**config.mk**
```make
export PLATFORM = sky130hd
export DESIGN_NAME = pmul_front
export DESIGN_NICKNAME = d
export VERILOG_FILES = /design/src/rtl/pmul_pkg.sv /design/src/rtl/pmul_front.sv
export SDC_FILE = /design/constraint.sdc
export NUM_CORES = 1
export LEC_CHECK = 0
export BUFFER_PORTS_ARGS = -buffer_cell sky130_fd_sc_hd__buf_2
export CAP_MARGIN = 20
export CORE_MARGIN = 5
export CORE_UTILIZATION = 37
export DETAILED_ROUTE_END_ITERATION = 7
export MAX_ROUTING_LAYER = met4
export PLACE_DENSITY = 0.87
export REMOVE_ABC_BUFFERS = 1
export SLEW_MARGIN = 25
export SYNTH_ARGS = -nofsm -noshare
export SYNTH_HDL_FRONTEND = slang
export SYNTH_SLANG_ARGS = --single-unit
```
**constraint.sdc**
```tcl
create_clock -name clk -period 4.6 [get_ports clk]
set_clock_uncertainty 0.15 [all_clocks]
set_input_delay 0.92 -clock clk [delete_from_list [all_inputs] [get_ports clk]]
set_output_delay 0.92 -clock clk [all_outputs]
set_load 0.01 [all_outputs]
```
**src/rtl/pmul_pkg.sv**
```systemverilog
package pmul_pkg;

    localparam int MAX_TERMS  = 16;
    localparam int COEF_WIDTH = 64;
    localparam int FIELD_W    = 64;

    localparam int CNT_W = $clog2(MAX_TERMS + 1);
    localparam int AW    = (MAX_TERMS > 1) ? $clog2(MAX_TERMS) : 1;
    localparam int IW    = $clog2(2 * MAX_TERMS);

    localparam int OQ_DEPTH = 4;
    localparam int OQ_AW    = $clog2(OQ_DEPTH);
    localparam int OQ_CW    = $clog2(OQ_DEPTH + 1);

    typedef logic [CNT_W-1:0]      cnt_t;
    typedef logic [AW-1:0]         addr_t;
    typedef logic [IW-1:0]         idx_t;
    typedef logic [COEF_WIDTH-1:0] coef_t;

    typedef enum logic
    {
        OPERAND_FIRST  = 1'b0,
        OPERAND_SECOND = 1'b1
    } operand_t;

    typedef struct packed
    {
        logic                      operand_select;
        logic signed [FIELD_W-1:0] coefficient;
        logic                      last_term;
    } in_word_t;

    typedef struct packed
    {
        logic signed [FIELD_W-1:0] product_coefficient;
        logic                      last_result;
        logic                      truncated;
    } out_word_t;

    typedef struct packed
    {
        logic     store_en;
        operand_t operand;
        addr_t    addr;
        coef_t    value;
        logic     run_en;
        cnt_t     first_count;
        cnt_t     second_count;
        logic     truncated;
    } cmd_t;

endpackage

```
**src/rtl/pmul_front.sv**
```systemverilog
module pmul_front
(
    input  logic              clk,
    input  logic              rst_n,
    input  logic              push,
    output logic              full,
    input  pmul_pkg::in_word_t item,
    output logic              cmd_push,
    input  logic              cmd_full,
    output pmul_pkg::cmd_t    cmd
);
    import pmul_pkg::*;

    cnt_t a_cnt_reg, a_cnt_next;
    cnt_t b_cnt_reg, b_cnt_next;
    logic a_done_reg, a_done_next;
    logic b_done_reg, b_done_next;
    logic ovf_reg, ovf_next;
    logic accept;
    logic store;
    logic run;
    cnt_t cur_cnt;
    logic cur_done;

    assign full   = cmd_full;
    assign accept = push && !cmd_full;

    always_comb
    begin
        cur_cnt     = item.operand_select ? b_cnt_reg : a_cnt_reg;
        cur_done    = item.operand_select ? b_done_reg : a_done_reg;
        a_cnt_next  = a_cnt_reg;
        b_cnt_next  = b_cnt_reg;
        a_done_next = a_done_reg;
        b_done_next = b_done_reg;
        ovf_next    = ovf_reg;
        store       = 1'b0;
        if (!cur_done)
        begin
            if (cur_cnt < CNT_W'(MAX_TERMS))
            begin
                store = 1'b1;
                if (item.operand_select)
                    b_cnt_next = b_cnt_reg + CNT_W'(1);
                else
                    a_cnt_next = a_cnt_reg + CNT_W'(1);
            end
            else
            begin
                ovf_next = 1'b1;
            end
            if (item.last_term)
            begin
                if (item.operand_select)
                    b_done_next = 1'b1;
                else
                    a_done_next = 1'b1;
            end
        end
        run = a_done_next && b_done_next;

        cmd.store_en     = store;
        cmd.operand      = item.operand_select ? OPERAND_SECOND : OPERAND_FIRST;
        cmd.addr         = cur_cnt[AW-1:0];
        cmd.value        = item.coefficient[COEF_WIDTH-1:0];
        cmd.run_en       = run;
        cmd.first_count  = a_cnt_next;
        cmd.second_count = b_cnt_next;
        cmd.truncated    = ovf_next;

        if (run)
        begin
            a_cnt_next  = '0;
            b_cnt_next  = '0;
            a_done_next = 1'b0;
            b_done_next = 1'b0;
            ovf_next    = 1'b0;
        end
    end

    assign cmd_push = accept && (store || run);

    always_ff @(posedge clk or negedge rst_n)
    begin
        if (!rst_n)
        begin
            a_cnt_reg  <= '0;
            b_cnt_reg  <= '0;
            a_done_reg <= 1'b0;
            b_done_reg <= 1'b0;
            ovf_reg    <= 1'b0;
        end
        else if (accept)
        begin
            a_cnt_reg  <= a_cnt_next;
            b_cnt_reg  <= b_cnt_next;
            a_done_reg <= a_done_next;
            b_done_reg <= b_done_next;
            ovf_reg    <= ovf_next;
        end
    end

endmodule

```
======== Yosys cells after proc, flatten, opt, wreduce, memory -nomap -nowiden ========
Index checks and enable logic that the tools add are counted.
operators by class
  order comparisons ....................... 1
  multiplexer cells ....................... 24
  add/sub/neg operators ................... 2
  reduce and logical (&&, ||, !) cells .... 5
operators by type and width
  kind                 count
  $mux 5               9
  $mux 1               15
  $add 5x1->5 const B  2
  $lt 5x5->1 const B   1
  $logic_and 1x1->1    3
  $logic_not 1->1      1
  $logic_or 1x1->1     1
word-level totals
  output and inout bits ................... 84
  flip-flop bits (word level) ............. 13
  input port bits ......................... 70

======== Longest topological paths before layout ========
  depth in word-level cells ............... 6
  depth in mapped cells ................... 5
  gate-level depth less buffers ........... 4

======== Worst setup path before layout ========
No wires, ideal clock.
  path kind ............................... in2out
  start point ............................. in item[65] (netlist name)
  end point ............................... out cmd[7] (netlist name)
  slack ................................... 1.763 ns
  buffers on the path ..................... 1
  stages .................................. 3
  arrival time ............................ 1.767 ns
  cell sequence ........................... buf_6 nor3_2 mux2_2
RTL lines
  element          RTL line          RTL
  start, declared  pmul_front.sv:7   input pmul_pkg::in_word_t item,
  end, declared    pmul_front.sv:10  output pmul_pkg::cmd_t cmd

==> summary.md <==
| Metric | Value |
|---|---|
| Status | `finished clean` |
| Post-synth top flop | `dfrtp_1` |
| Grt ovf | `0` |
| Final Instance Area | `1070 µm²` |
| Count of distinct cell types in the synthesized netlist | `38` |
| RD Place Congestion | `0.899` |
| VDD IR-drop max | `0.000193 V` |
| Worst Path Class, Setup | `in -> out` |
| Startpoint Class | `input pin` |
| Clk buf depth | `2` |
| Worst Setup SP | `item[65]` |
| # IOs | `about 150` |
| Dpl cells | `155` |
| DP Wirelength | `6360 µm` |
| P&R area growth vs syn | `-22.5%` |
| Initial Util | `37.9%` |
| Post-synth EDFFs | `0` |
| Resized Gates After CTS | `0` |
| CP dominant cell by count | `buf_2` |
| Max cap viols | `0` |
| Yosys reg bits | `13` |
| Fin util | `between 20 and 30%` |
| DR pass1 iterations | `4` |
| Clk_lat worst skew | `approximately 0.25 ns` |
| DRC viols | `0` |
| Crit path cell chain | `buf_2 -> nor3b_2 -> nand4_1 -> xnor2_1 -> buf_2` |
| Critical Path AT | `2.42 ns` |
| Slowest-stage cell, CP | `nor3b_2` |
| Final Hold Fails | `0` |
| Setup bufs post-CTS | `0` |
| Slew HR | `between 40% and 50%` |
| Via count of the routed design | `907` |
| Met1 usage | `12.4%` |
| Final Max Slew Viols | `0` |
| Total CTS buffers | `3` |
| CTS root buf | `clkbuf_8` |
| Vias in the first global route | `~860` |
| Global Route Usage Sum | `28.0%` |
| Initial DRC Count | `29` |
| Top post-synthesis cells by area | `buf_4 (37%), dfrtp_1 (23%), mux2_2 (4.9%)` |
| Reg2reg start | `b_cnt_reg[4]$_DFFE_PN0P_` |
| Endpoints failing setup | `0` |
| Routed wire length | `7000 µm` |
| Gate count of the mapped netlist | `154` |
| Crit-path leading delay family | `simple AND/OR/NAND/NOR gates` |
| Post-synth ARST share | `100%` |
| Crit path to | `cmd[4]` |
| Internal reg-to-reg setup slack | `2.75 ns` |
| CP bufs+invs | `2` |
| Post-placement cell area | `1030 µm²` |
| CP max FO | `15` |
| Share of cells above drive strength 1 | `38.7%` |
| Mapped Avg Cell Area | `9.01 µm²` |
| Largest net degree at the start of global routing | `16` |
| Sink Count | `13` |
| TritonCTS clock tree | `yes` |
| Worst Hold Class | `in -> async` |
| Crit path depth | `5` |
| First-pass GRT wire length | `around 8900 µm` |
| H-Tree Depth | `1` |
| Final nets | `roughly 180` |
| Routed len/inst | `44.0 µm` |
| Pwr/cell area | `416 nW/µm²` |
| GRT busiest layer | `met2` |
| Remaining antenna violation count | `0` |
| Initial antenna violation count | `0` |
| Die W | `71.2 µm` |
| Sequential area share after synthesis | `23.4%` |
| DR vias/cell | `5.70` |
| Critical path capture point type | `output pin` |
| Pwr Total | `0.448 mW` |
| Global Route met3 Usage | `40.3%` |
| Yosys top cell by area | `buf_4` |
| Post-synth top area share | `36.8%` |
| Die height | `71.2 µm` |
| Setup TNS | `0 ns` |
| Min cycle time layout | `roughly 3.5 ns` |
| Count leader, synth | `buf_4` |
| Slew @ Worst Pin | `0.849 ns` |
| Lkg Pwr | `between 0.5 and 0.6 nW` |
| Critical path required time | `between 3 and 4 ns` |
| Ratio of final minimum period to clock period | `between 70% and 80%` |
| IO buf count | `25` |
| RSZ-0062 raised after global routing | `no` |
| Row cnt | `22` |
| Layout Cells excl Fill | `159` |
| Reg2Reg Depth | `4` |
| Core ar. | `3660 µm²` |
| Peak per-stage delay on the critical path | `0.62 ns` |
| Antenna Cells | `0` |
| Die ar. | `5080 µm²` |
| Yosys warns | `0` |
| Hold buffer count at cts | `0` |
| FF-to-FF End | `b_cnt_reg[3]$_DFFE_PN0P_` |
| Fmax | `~290 MHz` |
| FILL cells | `380` |
| Clock slew seen by the registers of the worst setup and hold paths | `0.06 ns` |
| Met2 Use GR | `48.0%` |
| Netlist Area Pre-Place | `between 1000 and 1500 µm²` |
| Synth cell count leaders | `buf_4 (68), dfrtp_1 (13), a31oi_1 (7)` |
==> kinds of logic after synthesis <==
kind of cell	Yosys count	synth area share (%)
buffers and inverters	74	39.7
muxes	7	5.59
xor gates and xnor gates	6	3.79
adders and majority gates	2	1.80
AOI/OAI and AO/OA	27	14.6
and+or+nand+nor	25	11.1
DFF	13	23.4
==> layout by cell type, fill, tap and decap left out, types with 2 or more instances in the layout <==
cell       n
o21a_1     2
and2_1     2
xnor2_1    3
nor2_1     4
clkbuf_8   3
nor2b_1    2
mux2_2     6
a31oi_1    7
dfrtp_1   13
buf_2     25
o21ai_0    2
xor2_1     3
a21oi_1    4
a22o_2     2
ha_1       2
nand2b_1   3
a32o_1     3
nor3b_1    2
nand2_1    4
==> area by class of cell <==
| type | count | area (µm²) | area share, % |
|---|---|---|---|
| multi-input cells | 67 | 512 | 47.6 |
| flip-flops and latches | 13 | 325 | 30.3 |
| repair buffers | 25 | 125 | 11.6 |
| well taps | 48 | 60.1 | 5.59 |
| clock buffers | 4 | 45.0 | 4.19 |
| inverters | 2 | 7.51 | 0.698 |
==> metal layers <==
metal / vias to the layer above / routed length [µm]
met2: 128 / 3580
met5: - / 0
li1: 376 / -
met1: 394 / 1070
met4: 0 / 78
met3: 9 / 2270
==> worst reg2reg max path, cell delays in order, from the launching register on <==
cell and delay, ns:
dfrtp_1 0.43, nor3b_2 0.59, nand4_1 0.28, nand2b_1 0.21, mux2i_1 0.12
==> worst min path at each step <==
stage	slack, ns	end	cells past startpoint
3_3_place_gp	0.39	b_cnt_reg[3]$_DFFE_PN0P_	1
4_1_cts	0.41	a_cnt_reg[3]$_DFFE_PN0P_	1
5_1_grt	0.42	a_cnt_reg[3]$_DFFE_PN0P_	1
6_report	0.41	a_cnt_reg[4]$_DFFE_PN0P_	1
3_5_place_dp	0.40	b_cnt_reg[3]$_DFFE_PN0P_	1
2_1_floorplan	0.35	b_cnt_reg[3]$_DFFE_PN0P_	1
==> report_power, final <==
group / total [mW] / switching [mW] / leakage (nW) / internal [mW]
Combinational: 0.168 / 0.0854 / 0.331 / 0.0821
Sequential: 0.171 / 0.0347 / 0.174 / 0.136
Clock: 0.109 / 0.0479 / 0.0228 / 0.0616
==> stage by stage <==
| step | hold slack, ns | setup WS [ns] |
|---|---|---|
| after floorplan | 0.348 | 1.72 |
| after CTS | 0.406 | 1.14 |
| after global placement | 0.388 | 1.23 |
| after global routing | 0.424 | 0.992 |
| after detailed placement | 0.398 | 1.16 |
| final | 0.405 | 1.11 |
(Power assumes the default switching activity.)
