==> config.mk <==
export PLATFORM = sky130hd
export DESIGN_NAME = pmul_cmd_queue
export DESIGN_NICKNAME = d
export VERILOG_FILES = /design/src/rtl/pmul_pkg.sv /design/src/rtl/pmul_cmd_queue.sv
export SDC_FILE = /design/constraint.sdc
export NUM_CORES = 1
export LEC_CHECK = 0
export BUFFER_PORTS_ARGS = -buffer_cell sky130_fd_sc_hd__buf_4
export CAP_MARGIN = 20
export CELL_PAD_IN_SITES_DETAIL_PLACEMENT = 1
export CELL_PAD_IN_SITES_GLOBAL_PLACEMENT = 1
export CORE_MARGIN = 10
export CORE_UTILIZATION = 48
export DETAILED_ROUTE_END_ITERATION = 16
export HOLD_SLACK_MARGIN = 0.03
export PLACE_DENSITY = 0.86
export SETUP_SLACK_MARGIN = 0.4
export SLEW_MARGIN = 20
export SYNTH_ARGS = -nofsm -noshare
export SYNTH_HDL_FRONTEND = slang
export SYNTH_SLANG_ARGS = --single-unit
==> constraint.sdc <==
create_clock -name clk -period 6.9 [get_ports clk]
set_input_delay 1.38 -clock clk [delete_from_list [all_inputs] [get_ports clk]]
set_output_delay 1.38 -clock clk [all_outputs]
set_load 0.1 [all_outputs]
==> src/rtl/pmul_pkg.sv <==
package pmul_pkg;

    localparam int MAX_TERMS  = 16;
    localparam int COEF_WIDTH = 64;
    localparam int FIELD_W    = 64;

    localparam int CNT_W = $clog2(MAX_TERMS + 1);
    localparam int AW    = (MAX_TERMS > 1) ? $clog2(MAX_TERMS) : 1;
    localparam int IW    = $clog2(2 * MAX_TERMS);

    localparam int OQ_DEPTH = 4;
    localparam int OQ_AW    = $clog2(OQ_DEPTH);
    localparam int OQ_CW    = $clog2(OQ_DEPTH + 1);

    typedef logic [CNT_W-1:0]      cnt_t;
    typedef logic [AW-1:0]         addr_t;
    typedef logic [IW-1:0]         idx_t;
    typedef logic [COEF_WIDTH-1:0] coef_t;

    typedef enum logic
    {
        OPERAND_FIRST  = 1'b0,
        OPERAND_SECOND = 1'b1
    } operand_t;

    typedef struct packed
    {
        logic                      operand_select;
        logic signed [FIELD_W-1:0] coefficient;
        logic                      last_term;
    } in_word_t;

    typedef struct packed
    {
        logic signed [FIELD_W-1:0] product_coefficient;
        logic                      last_result;
        logic                      truncated;
    } out_word_t;

    typedef struct packed
    {
        logic     store_en;
        operand_t operand;
        addr_t    addr;
        coef_t    value;
        logic     run_en;
        cnt_t     first_count;
        cnt_t     second_count;
        logic     truncated;
    } cmd_t;

endpackage

==> src/rtl/pmul_cmd_queue.sv <==
module pmul_cmd_queue
(
    input  logic           clk,
    input  logic           rst_n,
    input  logic           wr_en,
    input  pmul_pkg::cmd_t wr_data,
    output logic           full,
    input  logic           rd_en,
    output pmul_pkg::cmd_t rd_data,
    output logic           empty
);
    import pmul_pkg::*;

    cmd_t       mem_reg [2];
    logic       wr_ptr_reg;
    logic       rd_ptr_reg;
    logic [1:0] cnt_reg;
    logic       do_wr;
    logic       do_rd;

    assign full    = (cnt_reg == 2'd2);
    assign empty   = (cnt_reg == 2'd0);
    assign rd_data = mem_reg[rd_ptr_reg];
    assign do_wr   = wr_en && !full;
    assign do_rd   = rd_en && !empty;

    always_ff @(posedge clk)
    begin
        if (do_wr)
            mem_reg[wr_ptr_reg] <= wr_data;
    end

    always_ff @(posedge clk or negedge rst_n)
    begin
        if (!rst_n)
        begin
            wr_ptr_reg <= 1'b0;
            rd_ptr_reg <= 1'b0;
            cnt_reg    <= 2'd0;
        end
        else
        begin
            if (do_wr)
                wr_ptr_reg <= !wr_ptr_reg;
            if (do_rd)
                rd_ptr_reg <= !rd_ptr_reg;
            cnt_reg <= cnt_reg + 2'(do_wr) - 2'(do_rd);
        end
    end

endmodule

**Word level (Yosys, flattened, before mapping)**

Memory sizes are Yosys's and may differ from the RTL's.
Cells that the tools add are included.

- Flip-flop bits (word level): 4
- Memory bits (writable): 164
- Input port bits: 86
- Output and inout port bits: 84
- Logic and storage cells: 16
- Memories: 1

- Add/sub/neg operators: 2
- Equality and inequality tests: 1
- Muxes and demuxes: 2
- Reductions and logical operators: 7

Memory list:

| memory | words | bits a word | read ports | clocked after memory_dff | write ports | RTL line | RTL |
|---|---|---|---|---|---|---|---|
| mem_reg | 2 | 82 | 1 | 0 | 1 | pmul_cmd_queue.sv:14 | `cmd_t mem_reg [2];` |

Operator list:

| kind | count |
|---|---|
| $logic_not 1->1 | 4 |
| $add 2x1->2 | 1 |
| $eq 2x2->1 const B | 1 |
| $logic_and 1x1->1 | 2 |
| $logic_not 2->1 | 1 |
| $mux 1 | 2 |
| $sub 2x1->2 | 1 |

**Logic depth before layout (Yosys ltp)**

Gate-level depths: netlist (run 1).

- Depth in word-level cells: 5
- Gate-level depth with buffers: 7
- Gate-level depth less buffers: 7

**Worst setup path before layout (run 1)**

No wires, ideal clock.

- Path kind: input port to flip-flop
- Start point: input port wr_en
- End point: memory mem_reg[0][0] in the netlist's numbering (enable)
- Setup time: 523 ps
- Arrival: 4893 ps
- Required time: 6377 ps
- Path slack: 1484 ps
- Stages on the path: 2
- Path buffers: 0
- Cells stage by stage: nand2_1 > nor2_1

- Cells in the longest elaborated chain, start to end: 3

Ends and longest elaborated chain:

| item | RTL line | RTL |
|---|---|---|
| start: declaration | pmul_cmd_queue.sv:5 | `input logic wr_en,` |
| $logic_and 1x1->1 | pmul_cmd_queue.sv:24 | `assign do_wr = wr_en && !full;` |
| $mux 1 | pmul_cmd_queue.sv:29 | `if (do_wr)` |
| $mux 1 (implied by the code) | pmul_cmd_queue.sv:30 | `mem_reg[wr_ptr_reg] <= wr_data;` |
| end: declaration | pmul_cmd_queue.sv:14 |  |

No other way between the ends.

==> metrics.md, run 1 <==
| Metric | Value |
|---|---|
| Run status | complete, no violations |
| Antenna-violating nets left | 0 |
| Final Net Count | 543 |
| R2R depth | 4 |
| Cell mode on critical path | buf_4 |
| CTS Hold Bufs | 0 |
| Max Cap Viol | 0 |
| Clk pin slew, worst setup/hold paths | 0.05 ns |
| Hold Violations, Final | 0 |
| Startpoint types | flop |
| Clk root buf | clkbuf_16 |
| Slowest stage delay, CP | 0.92 ns |
| First-pass GRT wire length | 20,200 um |
| Post-synth EDFFs | 164 |
| Max stage delay cell, worst path | dfrtp_4 |
| H-tree levels | 4 |
| Drt drc | 0 |
| Min-delay worst type | reg2reg |
| Share of layout cells above drive strength 1 | 60.2% |
| Placed inst area | around 8000 um2 |
| Crit. End Element | output pin |
| Critical Setup Path Class | reg2out |
| Synth top cells by count | 164 x edfxtp_1, 70 x mux2_4, 12 x mux2_2 |
| Setup TNS | 0 ns |
| Leading area contributor after synthesis | edfxtp_1 |
| Least-Margin Pin Slew | 0.785 ns |
| DP HPWL | 9850 um |
| Number of global-route vias before repair | 3,620 |
| CTS sink cnt | 168 |
| Syn Nets | 361 |
| Post-Place Setup Slack | 3.23 ns |
| Post-CTS Setup Bufs | 0 |
| Final min period | 4.04 ns |
| Via density | 4.80 |
| Crit path cell chain | buf_4, mux2_4, buf_4 |
| Die Footprint | 18,500 um2 |
| Post-cts resize count | 0 |
| Drt total wl | about 14,000 um |
| Final instance area | about 8400 um2 |
| Fin crit share | about three fifths |
| CTS tree | done |
| Multi-input logic area | 1290 um2 |
| Yosys reg bits | 168 |
| Storage element area | 5030 um2 |
| Grt total ovfl | 0 |
| IO Pins | 170 |
| Die height | 136 um |
| Max-slew headroom at the worst pin | a little under half |
| Via count | 3,094 |
| Ys async rst share | between 2 and 2.5% |
| Setup ws final | 2.86 ns |
| Worst path arrival time | 2.66 ns |
| Netlist cell types | 16 |
| Critical Path RT | between 5 and 6 ns |
| Drt pass-1 iters | 5 |
| Largest net degree at the start of global routing | 83 |
| Clock Path Buffers | 2 |
| Max FO, Critical Path | between 40 and 50 |
| Cell row count | between 40 and 50 |
| Clock Latency Late Sink | 0.41 ns |
| GRT Total Usage | about 15% |
| Core Footprint | between 10,000 and 15,000 um2 |
| Yosys warnings | 0 |
| Die W | 136 um |
| Yosys top cell area share | 76.2% |
| Final Setup Violations | 0 |
| Initial DRC count | 172 |
| GP Congestion | 0.688 |
| FILL cells | 1,132 |
| Num CTS Buffers | 17 |
| Most frequent cell after synthesis | edfxtp_1 |
| Prevailing post-synth register cell | edfxtp_1 |
| Initial antenna violation count | 1 |
| Cells after Synth | 273 |
| Sequential-to-total area share from yosys stat | between 70% and 80% |
| RSZ-0062 raised after global routing | no |
| Hold path cells | 1 |
| Top cells by area, synth | edfxtp_1 76%, mux2_4 16%, buf_12 2.2% |
| Max Freq | 247 MHz |
| Synthesis-to-layout area growth | 29.5% |
| Starting density of the core | 48.8% |
| Syn_area_per_cell | ~24 um2 |
| IO Port Bufs | 169 |
| Max Slew Vio Count | 0 |
| Number of flip-flops in the largest register | 164 |
| Drt wl/cell | 21.3 um |
| Synth Cell Area | 6460 um2 |
| Clock skew | ~0.013 ns |
==> worst max-delay path, delay by kind of cell, from the launching register on <==
kind | cells | cell delay [ns]
buffers and inverters | 2 | 0.96
DFF | 1 | 0.92
muxes | 1 | 0.36
==> metal layers <==
layer	global-route usage (%)	wire length, um
met1	15.5	5200
met2	25.0	7180
met3	6.46	1190
met4	5.68	125
met5	0	0
==> cell usage in the layout (no fill, tap or decap), drive strengths merged, types with 2 or more instances in the layout <==
cell type / instances
edfxtp: 164
clkinv: 8
inv: 2
clkinvlp: 3
dfrtp: 4
ha: 2
clkbuf: 19
xnor2: 3
mux2: 82
nor2: 2
buf: 172
==> stage by stage <==
step                      std cells  util, %  hold slack (ns)
final                           644     63.2            0.530
after global routing            643     63.2            0.551
after CTS                       642     63.0            0.530
after detailed placement        611     59.1            0.506
after global placement          611     59.1            0.486
after floorplan                 273        -            0.461
==> area by class of cell <==
cell class | count | area share, %
clock buffers | 19 | 5.17
inverters | 2 | 0.0897
multi-input cells | 94 | 15.4
clock inverters | 12 | 1.03
repair buffers | 172 | 15.6
diodes | 1 | 0.0299
flip-flops and latches | 168 | 60.1
well taps | 176 | 2.63
==> logic make-up after synthesis <==
| group | after synthesis | share of synthesized area [%] |
|---|---|---|
| adder cells (fa/ha/maj) | 2 | 0.387 |
| buffers and inverters | 11 | 2.54 |
| multiplexers | 82 | 18.3 |
| AND/OR/NAND/NOR | 6 | 0.465 |
| flip-flops | 168 | 77.7 |
| XOR/XNOR | 4 | 0.542 |
==> path summary, 6_finish.rpt <==
kind                                   startpoint                  endpoint  slack [ns]
min reg2reg                  cnt_reg[1]$_DFF_PN0_      cnt_reg[1]$_DFF_PN0_        0.53
max in group asynchronous                   rst_n    rd_ptr_reg$_DFFE_PN0P_        6.02
min                          cnt_reg[1]$_DFF_PN0_      cnt_reg[1]$_DFF_PN0_        0.53
min in group asynchronous                   rst_n      cnt_reg[0]$_DFF_PN0_        0.75
max reg2reg                  cnt_reg[1]$_DFF_PN0_  mem_reg[0][60]$_DFFE_PP_        4.39
max                        rd_ptr_reg$_DFFE_PN0P_               rd_data[12]        2.86
Power of run 1 is not shown: default switching activity piles up to over one toggle a cycle in this logic, so the estimate is an artifact.
==> run 2, diff against run 1 <==
CORE_UTILIZATION = 40   (was 48)
PLACE_DENSITY = 0.77   (was 0.86)
clock period = 3.45 ns   (was 6.9 ns; I/O delays follow)
==> metrics.md, run 2 (synthesis results as in run 1) <==
| Metric | Value |
|---|---|
| Final Net Count | 546 |
| RSZ-0062 raised after global routing | no |
| Max FO, Critical Path | 33 |
| Initial antenna violation count | 0 |
| Via count | 3,123 |
| Starting density of the core | 40.7% |
| Reg2Reg Launch Point | cnt_reg[1]$_DFF_PN0_ |
| Clock Path Buffers | 2 |
| Max Freq | 364 MHz |
| Final min period | 2.75 ns |
| Drt pass-1 iters | 5 |
| Clk pin slew, worst setup/hold paths | 0.07 ns |
| Delay-heaviest family, CP | flip-flops |
| Commonest cells after routing, fill and taps aside | 171 x buf_4, 164 x edfxtp_1, 70 x mux2_4 |
| DP HPWL | roughly 9600 um |
| Cell row count | 46 |
| H-tree levels | 4 |
| Share of layout cells above drive strength 1 | 61.6% |
| Worst path arrival time | 2.06 ns |
| Min-delay worst type | in2reg |
| Num CTS Buffers | 17 |
| Critical Setup Path Class | reg2out |
| Critical Path RT | 2.76 ns |
| Hold path cells | 1 |
| Largest net degree at the start of global routing | 48 |
| Most common cell after layout, fill and taps aside | buf_4 |
| Drt total wl | 13,900 um |
| Run status | complete, no violations |
| Crit. path cell count | 3 |
| Hold Violations, Final | 0 |
| Initial DRC count | 94 |
| Synthesis-to-layout area growth | 32.4% |
| Crit. End Element | output pin |
| Die Footprint | about 22,000 um2 |
| Max Cap Viol | 0 |
| Least-Margin Pin Slew | 0.660 ns |
| Clock Latency Late Sink | 0.42 ns |
| Startpoint types | flop |
| Clk root buf | clkbuf_16 |
| CTS tree | done |
| Crit path cell chain | buf_12, mux2_2, buf_4 |
| Setup TNS | 0 ns |
| GP Congestion | 0.705 |
| CTS sink cnt | 168 |
| First-pass GRT wire length | 21,100 um |
| Slowest stage delay, CP | 0.67 ns |
| Max stage delay cell, worst path | dfrtp_4 |
| Number of flip-flops in the largest register | 164 |
| Post-cts resize count | 0 |
| Critical path origin | rd_ptr_reg$_DFFE_PN0P_ |
| Number of global-route vias before repair | 3,578 |
| Grt total ovfl | 0 |
| Die W | approximately 150 um |
| Core Footprint | 15,900 um2 |
| Ant diodes | 0 |
| WP buf/inv | 2 |
| Clock skew | 0.00703 ns |
| Final Setup Violations | 0 |
| Drt drc | 0 |
| Via density | 4.55 |
| Max-slew headroom at the worst pin | between 50 and 60% |
| IO Port Bufs | 169 |
| GRT Total Usage | 12.9% |
| Drt wl/cell | 20.2 um |
| Antenna-violating nets left | 0 |
| Die height | ~150 um |
| Hold path start | wr_data[57] |
| Max Slew Vio Count | 0 |
| IO Pins | 170 |
| R2R depth | 3 |
| Fin crit share | 79.6% |
run 2: through the flow:
step	area [um2]	cells	setup WS [ns]	utilization [%]	hold slack, ns
2_1_floorplan	6470	273	0.643	-	0.394
3_3_place_gp	7940	654	1.16	50.0	0.492
3_5_place_dp	7940	654	1.14	50.0	0.499
4_1_cts	8560	687	0.664	53.9	0.416
5_1_grt	8560	687	0.634	53.9	0.415
6_report	8560	687	0.702	53.9	0.445
run 2: cell type report:
cell class | count | area, um2
clock inverters | 14 | 184
fillers | 1489 | 7320
multi-input cells | 94 | 1290
repair buffers | 175 | 1350
inverters | 2 | 7.51
flip-flops and latches | 168 | 5030
well taps | 216 | 270
clock buffers | 18 | 429
run 2: what timing repair did:
item                                    CTS  global route
hold buffers                              1             0
buffers inserted                          0             0
hold endpoints to repair                  1             0
endpoints found under the setup margin    0             0
run 2: layer usage:
layer	up-vias	GRT usage (%)	wire length [um]
li1	1450	-	-
met1	1550	14.5	5570
met2	110	21.5	7180
met3	13	5.01	935
met4	0	5.35	161
met5	-	0	0
run 2: worst reg2reg max path: cells and delay by family, from the launching register on:
kind | cells | cell delay (ns)
flops | 1 | 0.42
simple gates | 2 | 0.75
buf+inv | 1 | 0.37
run 2: final timing paths:
| check | end | slack [ns] |
|---|---|---|
| min in group asynchronous | cnt_reg[0]$_DFF_PN0_ | 0.63 |
| setup reg to reg | mem_reg[1][60]$_DFFE_PP_ | 1.57 |
| hold / removal | mem_reg[0][57]$_DFFE_PP_ | 0.45 |
| hold reg to reg | cnt_reg[1]$_DFF_PN0_ | 0.55 |
| max in group asynchronous | rd_ptr_reg$_DFFE_PN0P_ | 2.70 |
| setup / recovery | rd_data[75] | 0.70 |
Power of run 2 is left out for the same reason.
==> run 3, diff against run 2 <==
CORE_UTILIZATION = 45   (was 40)
PLACE_DENSITY = 0.82   (was 0.77)
clock period = 2.6 ns   (was 3.45 ns; I/O delays follow)
==> metrics.md, run 3 (synthesis results as in run 1) <==
| Metric | Value |
|---|---|
| Least-Margin Pin Slew | 0.687 ns |
| Initial antenna violation count | 0 |
| Max Cap Viol | 0 |
| Most common cell after layout, fill and taps aside | edfxtp_1 |
| Critical Path RT | 2.08 ns |
| DP HPWL | 10,200 um |
| Initial DRC count | 159 |
| Met3 Use GR | between 6 and 7% |
| Die height | 140 um |
| Die W | 140 um |
| Min-delay worst type | in2reg |
| Cell row count | 43 |
| FILL cells | approximately 1,100 |
| CTS tree | done |
| GP Congestion | 0.697 |
| Largest net degree at the start of global routing | 49 |
| Startpoint types | flop |
| Drt wl/cell | between 20 and 25 um |
| Via count | 3,313 |
| Hold Violations, Final | 0 |
| FF-to-FF setup slack | 0.81 ns |
| Met1 track utilization from global routing | 16.1% |
| Commonest cells after routing, fill and taps aside | 164 x edfxtp_1, 93 x buf_4, 73 x buf_12 |
| Setup ws final | 0.304 ns |
| Core Footprint | about 14,000 um2 |
| Ant diodes | 0 |
| Final Setup Violations | 0 |
| Clock Path Buffers | 2 |
| Post-Place Setup Slack | 0.539 ns |
| RSZ-0062 raised after global routing | yes |
| Run status | complete, no violations |
| Crit. End Element | output pin |
| Num CTS Buffers | 17 |
| First-pass GRT wire length | 21,400 um |
| Critical path origin | rd_ptr_reg$_DFFE_PN0P_ |
| Drt pass-1 iters | 4 |
| IO Pins | 170 |
| Setup TNS | 0 ns |
| Critical Setup Path Class | reg2out |
| Via density | 4.97 |
| CTS sink cnt | ~170 |
| Clock Latency Late Sink | 0.42 ns |
| Reg2Reg Launch Point | cnt_reg[0]$_DFF_PN0_ |
| Die Footprint | 19,600 um2 |
| Number of global-route vias before repair | 3,621 |
| Clk root buf | clkbuf_16 |
| Starting density of the core | 46.2% |
| Drt total wl | 16,400 um |
| Final min period | 2.30 ns |
| Fin crit share | 88.3% |
| H-tree levels | 4 |
| Storage element area | 5030 um2 |
| Antenna-violating nets left | 0 |
| Clk pin slew, worst setup/hold paths | 0.06 ns |
| GRT busiest layer | met2 |
| Drt drc | 0 |
| Grt total ovfl | 0 |
| GRT Total Usage | 14.3% |
| Synthesis-to-layout area growth | 48.5% |
| Max FO, Critical Path | 9 |
| Multi-input logic area | 1300 um2 |
| Placed inst area | 7920 um2 |
| Hold path start | wr_data[2] |
| Clock skew | slightly below 0.007 ns |
| Share of layout cells above drive strength 1 | 62.1% |
| Max-slew headroom at the worst pin | 54.2% |
| Final instance area | 9600 um2 |
| Final Net Count | approximately 560 |
| Number of flip-flops in the largest register | between 150 and 200 |
| Met2 usage | 23.8% |
| IO Port Bufs | 169 |
| Max Freq | 435 MHz |
| Worst path arrival time | 1.78 ns |
| Max Slew Vio Count | 0 |
[run 3: changes by cell type in the layout (fill, tap and decap cells not counted), sizes merged]
cell    before  now
buf        174  185
bufinv       3    0
clkbuf      18   21
clkinv       3   12
inv          8    3
[run 3: routing by layer]
metal,up-vias,routed length [um]
met3,19,1220
li1,1483,-
met5,-,0
met2,125,8890
met4,0,221
met1,1686,6040
[run 3: area by class of cell]
class,instances,share of cell area [%]
flip-flops and latches,168,52.4
repair buffers,190,26.3
multi-input cells,94,13.5
clock buffers,17,4.43
well taps,180,2.35
clock inverters,15,0.913
inverters,2,0.0782
[run 3: what timing repair did]
action	in CTS	in global routing
setup endpoints to repair	76	81
hold buffers	1	0
setup buffers	3	3
pin swaps	0	0
cloned	0	6
endpoints found under the hold margin	4	0
gates resized for setup	12	220
[run 3: path summary, 6_finish.rpt]
| check | depth (start not counted) | end |
|---|---|---|
| max in group asynchronous | 2 | rd_ptr_reg$_DFFE_PN0P_ |
| worst min-delay path | 1 | mem_reg[1][2]$_DFFE_PP_ |
| worst max register to register | 4 | mem_reg[0][57]$_DFFE_PP_ |
| worst min register to register | 1 | cnt_reg[1]$_DFF_PN0_ |
| min in group asynchronous | 2 | rd_ptr_reg$_DFFE_PN0P_ |
| worst max-delay path | 4 | rd_data[30] |
[run 3: stage by stage]
step,utilization [%],hold slack (ns),instances
floorplan,-,0.224,273
global placement,56.6,0.318,621
detailed placement,56.6,0.323,621
CTS,60.9,0.264,657
global route,68.6,0.259,666
finish,68.6,0.281,666
[run 3: worst max-delay path, cell delays in order (launching register included)]
cell	delay, ns
dfrtp_4	0.51
buf_12	0.16
clkbuf_16	0.18
mux2_4	0.32
buf_12	0.17
Power of run 3 is left out for the same reason.
